<file path="src/design/jcg_pkg.sv">
// Shared types and constants for the joint capture gate.
// Used by the front end, the work queue, the back end and the top level.
package jcg_pkg;

  localparam int JOINTS_DEF = 6;
  localparam int CFG_IDX_W  = 3;

  // register indexes
  localparam logic [CFG_IDX_W-1:0] REG_TOL   = 3'd0;
  localparam logic [CFG_IDX_W-1:0] REG_RATE  = 3'd1;
  localparam logic [CFG_IDX_W-1:0] REG_ACC01 = 3'd2;
  localparam logic [CFG_IDX_W-1:0] REG_ACC23 = 3'd3;
  localparam logic [CFG_IDX_W-1:0] REG_ACC45 = 3'd4;
  localparam logic [CFG_IDX_W-1:0] REG_JRK01 = 3'd5;
  localparam logic [CFG_IDX_W-1:0] REG_JRK23 = 3'd6;
  localparam logic [CFG_IDX_W-1:0] REG_JRK45 = 3'd7;

  typedef struct packed {
    logic [2:0]         joint;
    logic signed [31:0] cmd_pos;
    logic signed [31:0] cmd_vel;
    logic signed [31:0] start_pos;
    logic signed [31:0] start_vel;
    logic               last;
  } jcg_in_t;

  typedef struct packed {
    logic [2:0]  joint_out;
    logic [30:0] brake_dist;
    logic        joint_reject;
    logic        gap_over;
    logic [5:0]  rej_bits;
    logic        reject;
    logic        last_out;
  } jcg_out_t;

  // classified item handed from front to back
  typedef struct packed {
    logic [2:0]  joint;
    logic        last;
    logic        jvalid;
    logic        gap;
    logic        rate_rej;
    logic [32:0] s;
    logic [32:0] dv;
    logic [31:0] a;
    logic [31:0] j;
    logic [30:0] tol;
  } jcg_work_t;

endpackage

</file>
<file path="src/design/jcg_front.sv">
// Front end: configuration registers, input acceptance and classification.
// Depends on jcg_pkg.
module jcg_front #(
  parameter int JOINTS = jcg_pkg::JOINTS_DEF
) (
  input  logic                           clk,
  input  logic                           rst,
  input  logic                           cfg_valid,
  output logic                           cfg_ready,
  input  logic [jcg_pkg::CFG_IDX_W-1:0]  cfg_index,
  input  logic [63:0]                    cfg_data,
  input  logic                           in_valid,
  output logic                           in_ready,
  input  jcg_pkg::jcg_in_t               in_data,
  output logic                           push,
  output jcg_pkg::jcg_work_t             push_data,
  input  logic                           full
);
  import jcg_pkg::*;

  logic [30:0] tol;
  logic [30:0] rate;
  logic [63:0] accel [3];
  logic [63:0] jerk [3];

  logic signed [32:0] pdiff, vdiff;
  logic [32:0] pabs, vabs;
  logic [31:0] cabs, sabs;
  logic [63:0] acc_row, jrk_row;
  logic        jvalid;

  assign cfg_ready = 1'b1;

  always_ff @(posedge clk) begin
    if (rst) begin
      tol   <= '0;
      rate  <= '0;
      accel <= '{default: '0};
      jerk  <= '{default: '0};
    end else if (cfg_valid) begin
      case (cfg_index)
        REG_TOL:   tol      <= cfg_data[30:0];
        REG_RATE:  rate     <= cfg_data[30:0];
        REG_ACC01: accel[0] <= cfg_data;
        REG_ACC23: accel[1] <= cfg_data;
        REG_ACC45: accel[2] <= cfg_data;
        REG_JRK01: jerk[0]  <= cfg_data;
        REG_JRK23: jerk[1]  <= cfg_data;
        REG_JRK45: jerk[2]  <= cfg_data;
        default: ;
      endcase
    end
  end

  always_comb begin
    pdiff = {in_data.cmd_pos[31], in_data.cmd_pos} - {in_data.start_pos[31], in_data.start_pos};
    vdiff = {in_data.start_vel[31], in_data.start_vel} - {in_data.cmd_vel[31], in_data.cmd_vel};
    pabs  = pdiff[32] ? 33'(-pdiff) : 33'(pdiff);
    vabs  = vdiff[32] ? 33'(-vdiff) : 33'(vdiff);
    cabs  = in_data.cmd_vel[31] ? (~in_data.cmd_vel + 32'd1) : in_data.cmd_vel;
    sabs  = in_data.start_vel[31] ? (~in_data.start_vel + 32'd1) : in_data.start_vel;
    jvalid = ({29'd0, in_data.joint} < 32'(JOINTS)) && (in_data.joint < 3'd6);
    case (in_data.joint[2:1])
      2'd0: begin
        acc_row = accel[0];
        jrk_row = jerk[0];
      end
      2'd1: begin
        acc_row = accel[1];
        jrk_row = jerk[1];
      end
      2'd2: begin
        acc_row = accel[2];
        jrk_row = jerk[2];
      end
      default: begin
        acc_row = '0;
        jrk_row = '0;
      end
    endcase

    push_data.joint    = in_data.joint;
    push_data.last     = in_data.last;
    push_data.jvalid   = jvalid;
    push_data.gap      = pabs > {2'b00, tol};
    push_data.rate_rej = sabs > {1'b0, rate};
    push_data.s        = {1'b0, cabs} + {1'b0, sabs};
    push_data.dv       = vabs;
    push_data.a        = !jvalid ? 32'd0 : (in_data.joint[0] ? acc_row[63:32] : acc_row[31:0]);
    push_data.j        = !jvalid ? 32'd0 : (in_data.joint[0] ? jrk_row[63:32] : jrk_row[31:0]);
    push_data.tol      = tol;
  end

  assign in_ready = !full;
  assign push     = in_valid && in_ready;

endmodule

</file>
<file path="src/design/jcg_queue.sv">
// Two-entry queue between front and back ends.
// Depends on jcg_pkg.
module jcg_queue (
  input  logic               clk,
  input  logic               rst,
  input  logic               push,
  input  jcg_pkg::jcg_work_t push_data,
  output logic               full,
  output logic               pop_valid,
  input  logic               pop,
  output jcg_pkg::jcg_work_t pop_data
);
  import jcg_pkg::*;

  jcg_work_t  slot [2];
  logic       wr_ptr, rd_ptr;
  logic [1:0] count;

  always_ff @(posedge clk) begin
    if (rst) begin
      wr_ptr <= 1'b0;
      rd_ptr <= 1'b0;
      count  <= 2'd0;
    end else begin
      if (push) wr_ptr <= !wr_ptr;
      if (pop)  rd_ptr <= !rd_ptr;
      count <= count + {1'b0, push} - {1'b0, pop};
    end
  end

  always_ff @(posedge clk) begin
    if (push) slot[wr_ptr] <= push_data;
  end

  assign full      = count == 2'd2;
  assign pop_valid = count != 2'd0;
  assign pop_data  = slot[rd_ptr];

endmodule

</file>
<file path="src/design/jcg_back.sv">
// Back end: serial multiply, restoring divide and square root sequencer,
// flag accumulation and output register. Depends on jcg_pkg.
module jcg_back (
  input  logic               clk,
  input  logic               rst,
  input  logic               q_valid,
  output logic               q_pop,
  input  jcg_pkg::jcg_work_t q_data,
  output logic               out_valid,
  input  logic               out_ready,
  output jcg_pkg::jcg_out_t  out_data
);
  import jcg_pkg::*;

  localparam logic [2:0] S_IDLE = 3'd0;
  localparam logic [2:0] S_MUL  = 3'd1;
  localparam logic [2:0] S_DIV  = 3'd2;
  localparam logic [2:0] S_SQRT = 3'd3;
  localparam logic [2:0] S_FIN  = 3'd4;

  localparam logic [2:0] P_DVJ = 3'd0;
  localparam logic [2:0] P_AA  = 3'd1;
  localparam logic [2:0] P_AJ  = 3'd2;
  localparam logic [2:0] P_SDV = 3'd3;
  localparam logic [2:0] P_PS  = 3'd4;
  localparam logic [2:0] P_NS  = 3'd5;

  localparam logic [31:0] CAP = 32'h8000_0000;

  logic [2:0]  st, ph;
  logic [6:0]  cnt;
  jcg_work_t   w;
  logic        tri_mode;
  // multiplier
  logic [98:0] acc, mx, prod;
  logic [32:0] my;
  logic [63:0] dvj, aa, aj;
  // divider
  logic [95:0] num, quo, qfinal;
  logic [64:0] rem, rem_sh;
  logic [63:0] den;
  logic        qbit;
  // square root
  logic [62:0] sq_v, sq_bit;
  logic [63:0] sq_res, sq_t;

  logic [31:0] travel;
  logic        gap_flag;
  logic [5:0]  mask_acc;
  logic        fin_fire;
  logic        jrej, gap_next;
  logic [5:0]  mask_next;
  logic [64:0] ab_sum;

  assign prod   = my[0] ? acc + mx : acc;
  assign rem_sh = {rem[63:0], num[95]};
  assign qbit   = rem_sh >= {1'b0, den};
  assign qfinal = {quo[94:0], qbit};
  assign sq_t   = sq_res + {1'b0, sq_bit};
  assign ab_sum = {1'b0, dvj} + {1'b0, aa};

  assign q_pop    = (st == S_IDLE) && q_valid;
  assign fin_fire = (st == S_FIN) && (!out_valid || out_ready);

  always_comb begin
    jrej      = w.rate_rej || (travel > {1'b0, w.tol});
    gap_next  = gap_flag || w.gap;
    mask_next = mask_acc;
    if (w.jvalid && jrej) mask_next[w.joint] = 1'b1;
  end

  always_ff @(posedge clk) begin
    if (rst) begin
      st        <= S_IDLE;
      out_valid <= 1'b0;
      gap_flag  <= 1'b0;
      mask_acc  <= '0;
    end else begin
      if (fin_fire) out_valid <= 1'b1;
      else if (out_ready) out_valid <= 1'b0;
      case (st)
        S_IDLE: begin
          if (q_valid) begin
            if (q_data.a == '0 || q_data.j == '0 || q_data.dv == '0) st <= S_FIN;
            else st <= S_MUL;
          end
        end
        S_MUL: begin
          if (cnt == 7'd32) begin
            case (ph)
              P_DVJ, P_AA, P_SDV, P_PS, P_NS: st <= (ph == P_PS || ph == P_NS) ? S_DIV : S_MUL;
              P_AJ: st <= S_MUL;
              default: st <= S_IDLE;
            endcase
          end
        end
        S_DIV: begin
          if (cnt == 7'd95) begin
            if (tri_mode && qfinal < 96'h4000_0000_0000_0000) st <= S_SQRT;
            else st <= S_FIN;
          end
        end
        S_SQRT: if (cnt == 7'd31) st <= S_FIN;
        S_FIN: begin
          if (fin_fire) begin
            st        <= S_IDLE;
            gap_flag  <= w.last ? 1'b0 : gap_next;
            mask_acc  <= w.last ? 6'd0 : mask_next;
          end
        end
        default: st <= S_IDLE;
      endcase
    end
  end

  // datapath
  always_ff @(posedge clk) begin
    case (st)
      S_IDLE: begin
        w      <= q_data;
        travel <= '0;
        ph     <= P_DVJ;
        cnt    <= '0;
        acc    <= '0;
        mx     <= {66'd0, q_data.dv};
        my     <= {1'b0, q_data.j};
      end
      S_MUL: begin
        if (cnt != 7'd32) begin
          acc <= prod;
          mx  <= {mx[97:0], 1'b0};
          my  <= {1'b0, my[32:1]};
          cnt <= cnt + 7'd1;
        end else begin
          cnt <= '0;
          acc <= '0;
          case (ph)
            P_DVJ: begin
              dvj <= prod[63:0];
              mx  <= {67'd0, w.a};
              my  <= {1'b0, w.a};
              ph  <= P_AA;
            end
            P_AA: begin
              aa <= prod[63:0];
              mx <= {67'd0, w.a};
              my <= {1'b0, w.j};
              ph <= P_AJ;
            end
            P_AJ: begin
              aj       <= prod[63:0];
              tri_mode <= dvj < aa;
              if (dvj < aa) begin
                mx <= {66'd0, w.s};
                my <= w.dv;
                ph <= P_SDV;
              end else begin
                mx <= {34'd0, ab_sum};
                my <= w.s;
                ph <= P_NS;
              end
            end
            P_SDV: begin
              mx <= {33'd0, prod[65:0]};
              my <= w.s;
              ph <= P_PS;
            end
            P_PS: begin
              num <= {5'd0, prod[98:8]};
              den <= {32'd0, w.j};
              rem <= '0;
            end
            P_NS: begin
              num <= {2'd0, prod[98:5]};
              den <= aj;
              rem <= '0;
            end
            default: ;
          endcase
        end
      end
      S_DIV: begin
        rem <= qbit ? rem_sh - {1'b0, den} : rem_sh;
        quo <= qfinal;
        num <= {num[94:0], 1'b0};
        cnt <= (cnt == 7'd95) ? 7'd0 : cnt + 7'd1;
        if (cnt == 7'd95) begin
          if (tri_mode) begin
            travel <= CAP;
            sq_v   <= qfinal[62:0];
            sq_res <= '0;
            sq_bit <= 63'h4000_0000_0000_0000;
          end else begin
            travel <= (qfinal > {64'd0, CAP}) ? CAP : qfinal[31:0];
          end
        end
      end
      S_SQRT: begin
        if ({1'b0, sq_v} >= sq_t) begin
          sq_v   <= 63'({1'b0, sq_v} - sq_t);
          sq_res <= {1'b0, sq_res[63:1]} + {1'b0, sq_bit};
        end else begin
          sq_res <= {1'b0, sq_res[63:1]};
        end
        sq_bit <= {2'b00, sq_bit[62:2]};
        cnt    <= cnt + 7'd1;
        if (cnt == 7'd31) begin
          travel <= ({1'b0, sq_v} >= sq_t) ?
                    32'({1'b0, sq_res[63:1]} + {1'b0, sq_bit}) : sq_res[32:1];
        end
      end
      default: ;
    endcase
  end

  always_ff @(posedge clk) begin
    if (fin_fire) begin
      out_data.joint_out    <= w.joint;
      out_data.brake_dist   <= travel[31] ? 31'h7FFF_FFFF : travel[30:0];
      out_data.joint_reject <= jrej;
      out_data.gap_over     <= gap_next;
      out_data.rej_bits     <= mask_next;
      out_data.reject       <= gap_next || (mask_next != 6'd0);
      out_data.last_out     <= w.last;
    end
  end

  a_clear_after_last: assert property (@(posedge clk) disable iff (rst)
    fin_fire && w.last |=> gap_flag == 1'b0 && mask_acc == 6'd0)
    else $error("flags not cleared after last beat");

  a_reject_consistent: assert property (@(posedge clk) disable iff (rst)
    out_valid |-> out_data.reject == (out_data.gap_over || out_data.rej_bits != 6'd0))
    else $error("reject disagrees with flags");

  a_div_nonzero: assert property (@(posedge clk) disable iff (rst)
    st == S_DIV |-> den != 64'd0)
    else $error("divide by zero reached");

endmodule

</file>
<file path="src/design/joint_capture_gate_top.sv">
// Top level of the joint capture gate: front end, work queue and back end.
// Depends on jcg_pkg, jcg_front, jcg_queue and jcg_back.
//
// One beat per joint. The back end computes the shed travel with a serial
// shift-add multiplier, a 96-step restoring divider and a 32-step square root
// (the root only on the triangular S-curve branch), and it takes no new joint
// until the current one is done; it skips the arithmetic when a limit or the
// velocity change is zero. The front end classifies and
// queues up to two further joints meanwhile; results leave in input order
// through an output register. Flags accumulate until the beat marked last.
module joint_capture_gate_top #(
  parameter int JOINTS = jcg_pkg::JOINTS_DEF
) (
  input  logic                          clk,
  input  logic                          rst,
  input  logic                          cfg_valid,
  output logic                          cfg_ready,
  input  logic [jcg_pkg::CFG_IDX_W-1:0] cfg_index,
  input  logic [63:0]                   cfg_data,
  input  logic                          in_valid,
  output logic                          in_ready,
  input  jcg_pkg::jcg_in_t              in_data,
  output logic                          out_valid,
  input  logic                          out_ready,
  output jcg_pkg::jcg_out_t             out_data
);
  import jcg_pkg::*;

  logic      push, full, q_valid, q_pop;
  jcg_work_t push_data, q_data;

  jcg_front #(.JOINTS(JOINTS)) u_front (
    .clk, .rst, .cfg_valid, .cfg_ready, .cfg_index, .cfg_data,
    .in_valid, .in_ready, .in_data, .push, .push_data, .full
  );

  jcg_queue u_queue (
    .clk, .rst, .push, .push_data, .full,
    .pop_valid(q_valid), .pop(q_pop), .pop_data(q_data)
  );

  jcg_back u_back (
    .clk, .rst, .q_valid, .q_pop, .q_data, .out_valid, .out_ready, .out_data
  );

endmodule

</file>
<file path="config.mk">
export PLATFORM = sky130hd
export DESIGN_NAME = joint_capture_gate_top
export DESIGN_NICKNAME = d
export VERILOG_FILES = /design/src/design/jcg_pkg.sv /design/src/design/jcg_front.sv /design/src/design/jcg_queue.sv /design/src/design/jcg_back.sv /design/src/design/joint_capture_gate_top.sv
export SDC_FILE = /design/constraint.sdc
export NUM_CORES = 2
export LEC_CHECK = 0
export BUFFER_PORTS_ARGS = -buffer_cell sky130_fd_sc_hd__clkbuf_2
export CAP_MARGIN = 25
export CORE_ASPECT_RATIO = 1.4
export CORE_MARGIN = 3
export CORE_UTILIZATION = 58
export CTS_BUF_LIST = sky130_fd_sc_hd__clkbuf_16
export CTS_CLUSTER_SIZE = 28
export DETAILED_ROUTE_END_ITERATION = 8
export GPL_TIMING_DRIVEN = 0
export HOLD_SLACK_MARGIN = 0.08
export PLACE_DENSITY = 0.82
export SLEW_MARGIN = 10
export SYNTH_ARGS = -nofsm -noshare
export SYNTH_HDL_FRONTEND = slang
export SYNTH_SLANG_ARGS = --single-unit
</file>
<file path="constraint.sdc">
create_clock -name clk -period 13.7 [get_ports clk]
set_input_delay 1.37 -clock clk [delete_from_list [all_inputs] [get_ports clk]]
set_output_delay 1.37 -clock clk [all_outputs]
set_load 0.02 [all_outputs]
</file>
==> impl_metrics.yaml <==
timing:
  whs_ps: 442
  worst_pin_slew_ps: 1190
  drv_slew: 0
  finalCriticalPeriod_ps: 9260
  fin_crit_sh_pct: 67.6
  finClkSkew_ps: 76.2
  postLayoutSetupSlackWorst_ps: 4440
  max_freq_mhz: 108
  slew_headroom_pct: 19.7
  rsz0062_at_grt: "false"
  setup_violations: 0
  final_hold_viol_count: 0
cells_and_area:
  areaGrowthSynthToFinish_pct: 10.7
  fin_cells: 14600
  final_cell_mix: "nand2_1, edfxtp_1, a21oi_1"
  final_common_cell: "nand2_1"
  num-fill-cells: 15100
  stdcell_area_um2: 122000
  nets: 12800
  drive_above_1_share_pct: 7.72
logic_synthesis:
  synth_top_area_share_pct: 40.6
  synthAdderAreaFrac_pct: 7.13
  synth_mux_area_share_pct: 3.55
  syn_nets: 12300
  yosysTopAreaCell: "edfxtp_1"
  synth_compound_area_share_pct: 17.2
  ys_seq_elements: 1951
  synth-simple-area-share_pct: 14.1
  mappedNetlistArea_um2: 110000
  synthCells: 11500
  syn_area_per_cell_um2: 9.61
  synth_edf_count: 1489
  synth_top_family_by_area: "compound AO/OA/AOI/OAI gates"
  yosys-top-cells-area: "edfxtp_1, dfxtp_1, ha_1, a21oi_1, nand2_1"
  async_flop_share_pct: 0
  ys_types: 93
  synth_xor_area_share_pct: 4.67
  ys_warn_count: 0
  ys.flop_type: "edfxtp_1"
  ys_seq_area_share_pct: 49.0
power:
  vdd_drop_max_mv: 0.136
  power_w: 0.0202
  p_clk_share_pct: 26.3
  p_leak_nw: 47.9
  combPwrFrac_pct: 32.5
  intPower_w: 0.0126
  p_per_area_nw_per_um2: 165
  swShare_pct: 37.8
  net-switching-power_w: 0.00763
  p_seq_share_pct: 41.2
status:
  outcome: "complete, but fails checks"
  violations: "antenna violations"
global_routing:
  antenna_found_initial: 25
  grtUsageTotal_pct: 38.6
  gr-total-overflow: 0
  grt_max_degree: 104
  grt_pass1_vias: 90900
  grt_pass1_wl_um: 566000
routing:
  wl_per_cell_um: 26.6
  drc_errors: 0
  drtPass1Iterations: 8
  drtIter0Drc: 9705
  ant_nets: 1
  routed_wl_um: 388000
  route.vias.total: 93400
  vias_per_cell: 6.39
floorplanning:
  rows: 188
  fp.dieH_um: 522
  start_util_pct: 58.5
  design.core.area_um2: 188000
  io_pins: 251
  die_area_um2: 195000
  die_w_um: 374
worst_setup_path:
  slowest_delay_ps: 670
  worstPathRequired_ps: 14200
  rrSetupSlack_ps: 4440
  crit_path_end_kind: "flip-flop"
  r2r_start: "u_back.sq_bit[0]"
  reg2regPathDepth: 29
  cp-start-kind: "flip-flop"
  cp_top_family: "compound AO/OA/AOI/OAI gates"
  critical_path_class: "reg2reg"
  worst_path_max_delay_cell: "nor4b_1"
  cp.arrival_ps: 9760
  r2r-end: "u_back.sq_v[26]"
  critPathBufInv: 4
  path_max_fanout: 47
placement:
  dp_cells: 14200
  dp_slack_ps: 4960
  dpl_cell_area_um2: 116000
  numPortBuffers: 213
  hpwl_um: 298000
  gp_congestion: 1.11
clocking:
  ctsResizeCount: 0
  cts_sinks: 1951
  cts-buffers-inserted: 195
  clockRootBuffer: "clkbuf_16"
  postCtsSetupRepairBufs: 0
  htreeDepth: 4
  cts.clk_slew.worst_paths_ps: 70
  cts_tree: "yes"
  clk_latency_ps: 910
  hold_buffers: 0
  cts_buffer_depth: 4
worst_hold_path:
  hold_path_startpoint: "u_front.tol[2]"
  min_path_cells: 0
  holdPathEnd: "u_queue.slot[1][2]"
  holdCritPathClass: "reg2reg"
run:
  maxCapViolCount: 0
[stage by stage]
step / setup TNS, ps / util (%)
finish: 0 / 64.8
global route: 0 / 64.8
CTS: 0 / 64.7
detailed placement: 0 / 61.5
global placement: -1641870 / 60.7
floorplan: 0 / -
[cell families (layout without fill, tap and decap cells)]
| group | after synthesis | count (layout) |
|---|---|---|
| DFF | 1951 | 1951 |
| AOI/OAI and AO/OA | 3164 | 3164 |
| muxes | 371 | 371 |
| buffers and inverters | 1244 | 1905 |
| adders and majority gates | 623 | 623 |
| and+or+nand+nor | 3518 | 3518 |
| other | 1 | 25 |
| xor gates and xnor gates | 587 | 587 |
[flip-flops by register name (all words and copies together), names as in the netlist, 95 cells and up, named ones only]
register	count
u_back.quo	95
u_back.mx	99
u_front.jerk	192
u_back.acc	99
u_back.num	96
u_front.accel	192
u_queue.slot	334
u_back.w	167
[worst max path at each step]
| stage | start | endpoint | slack [ps] | cells past startpoint |
|---|---|---|---|---|
| 2_1_floorplan | u_back.st[1] | u_back.mx[0] | 910 | 3 |
| 4_1_cts | u_back.sq_res[2] | u_back.sq_v[26] | 4880 | 28 |
| 3_5_place_dp | u_back.sq_res[2] | u_back.sq_v[16] | 4960 | 28 |
| 6_report | u_back.sq_bit[0] | u_back.sq_v[26] | 4440 | 29 |
| 5_1_grt | u_back.sq_bit[0] | u_back.sq_v[28] | 4110 | 29 |
| 3_3_place_gp | u_back.st[1] | u_back.dvj[58] | -6760 | 7 |
[metal layers]
metal / wire length [um] / track usage [%] / vias to the layer above
li1: - / - / 42100
met1: 132000 / 42.4 / 44500
met2: 180000 / 63.0 / 5053
met3: 31900 / 7.52 / 1656
met4: 44500 / 36.4 / 12
met5: 81 / 0.0980 / -
[cell type report]
cell class / count / area (um2) / share of cell area, %
Antenna cell: 24 / 60.1 / 0.0492
Tap cell: 2470 / 3090 / 2.53
Clock inverter: 150 / 1120 / 0.921
Sequential cell: 1951 / 54000 / 44.2
Clock buffer: 199 / 4980 / 4.08
Timing Repair Buffer: 312 / 2430 / 1.99
Inverter: 650 / 2450 / 2.01
Buffer: 594 / 2310 / 1.90
Multi-Input combinational cell: 8264 / 51600 / 42.3
[Yosys cell counts (97+ instances only)]
cell type,instances
and3_1,120
nor3_1,118
clkbuf_1,496
xnor2_1,370
edfxtp_1,1489
a21oi_1,1312
ha_1,616
inv_1,647
mux2_2,157
nand4_1,129
o21bai_1,113
nor2_1,887
dfxtp_1,462
nand3_1,141
xor2_1,217
nor2b_1,97
a31oi_1,179
mux2i_1,213
nand2_1,1620
a21o_1,279
o21ai_0,661
[power groups by stage]
| stage | sequential (W) | clock, W | combinational [W] |
|---|---|---|---|
| finish | 0.00832 | 0.00530 | 0.00656 |
| global route | 0.00834 | 0.00555 | 0.00687 |
| CTS | 0.00826 | 0.00532 | 0.00627 |
| detailed placement | 0.00838 | 0 | 0.00622 |
| global placement | 0.00850 | 0 | 0.00597 |
| floorplan | 0.00809 | 0 | 0.00381 |
Power figures use the tool's default switching activity.
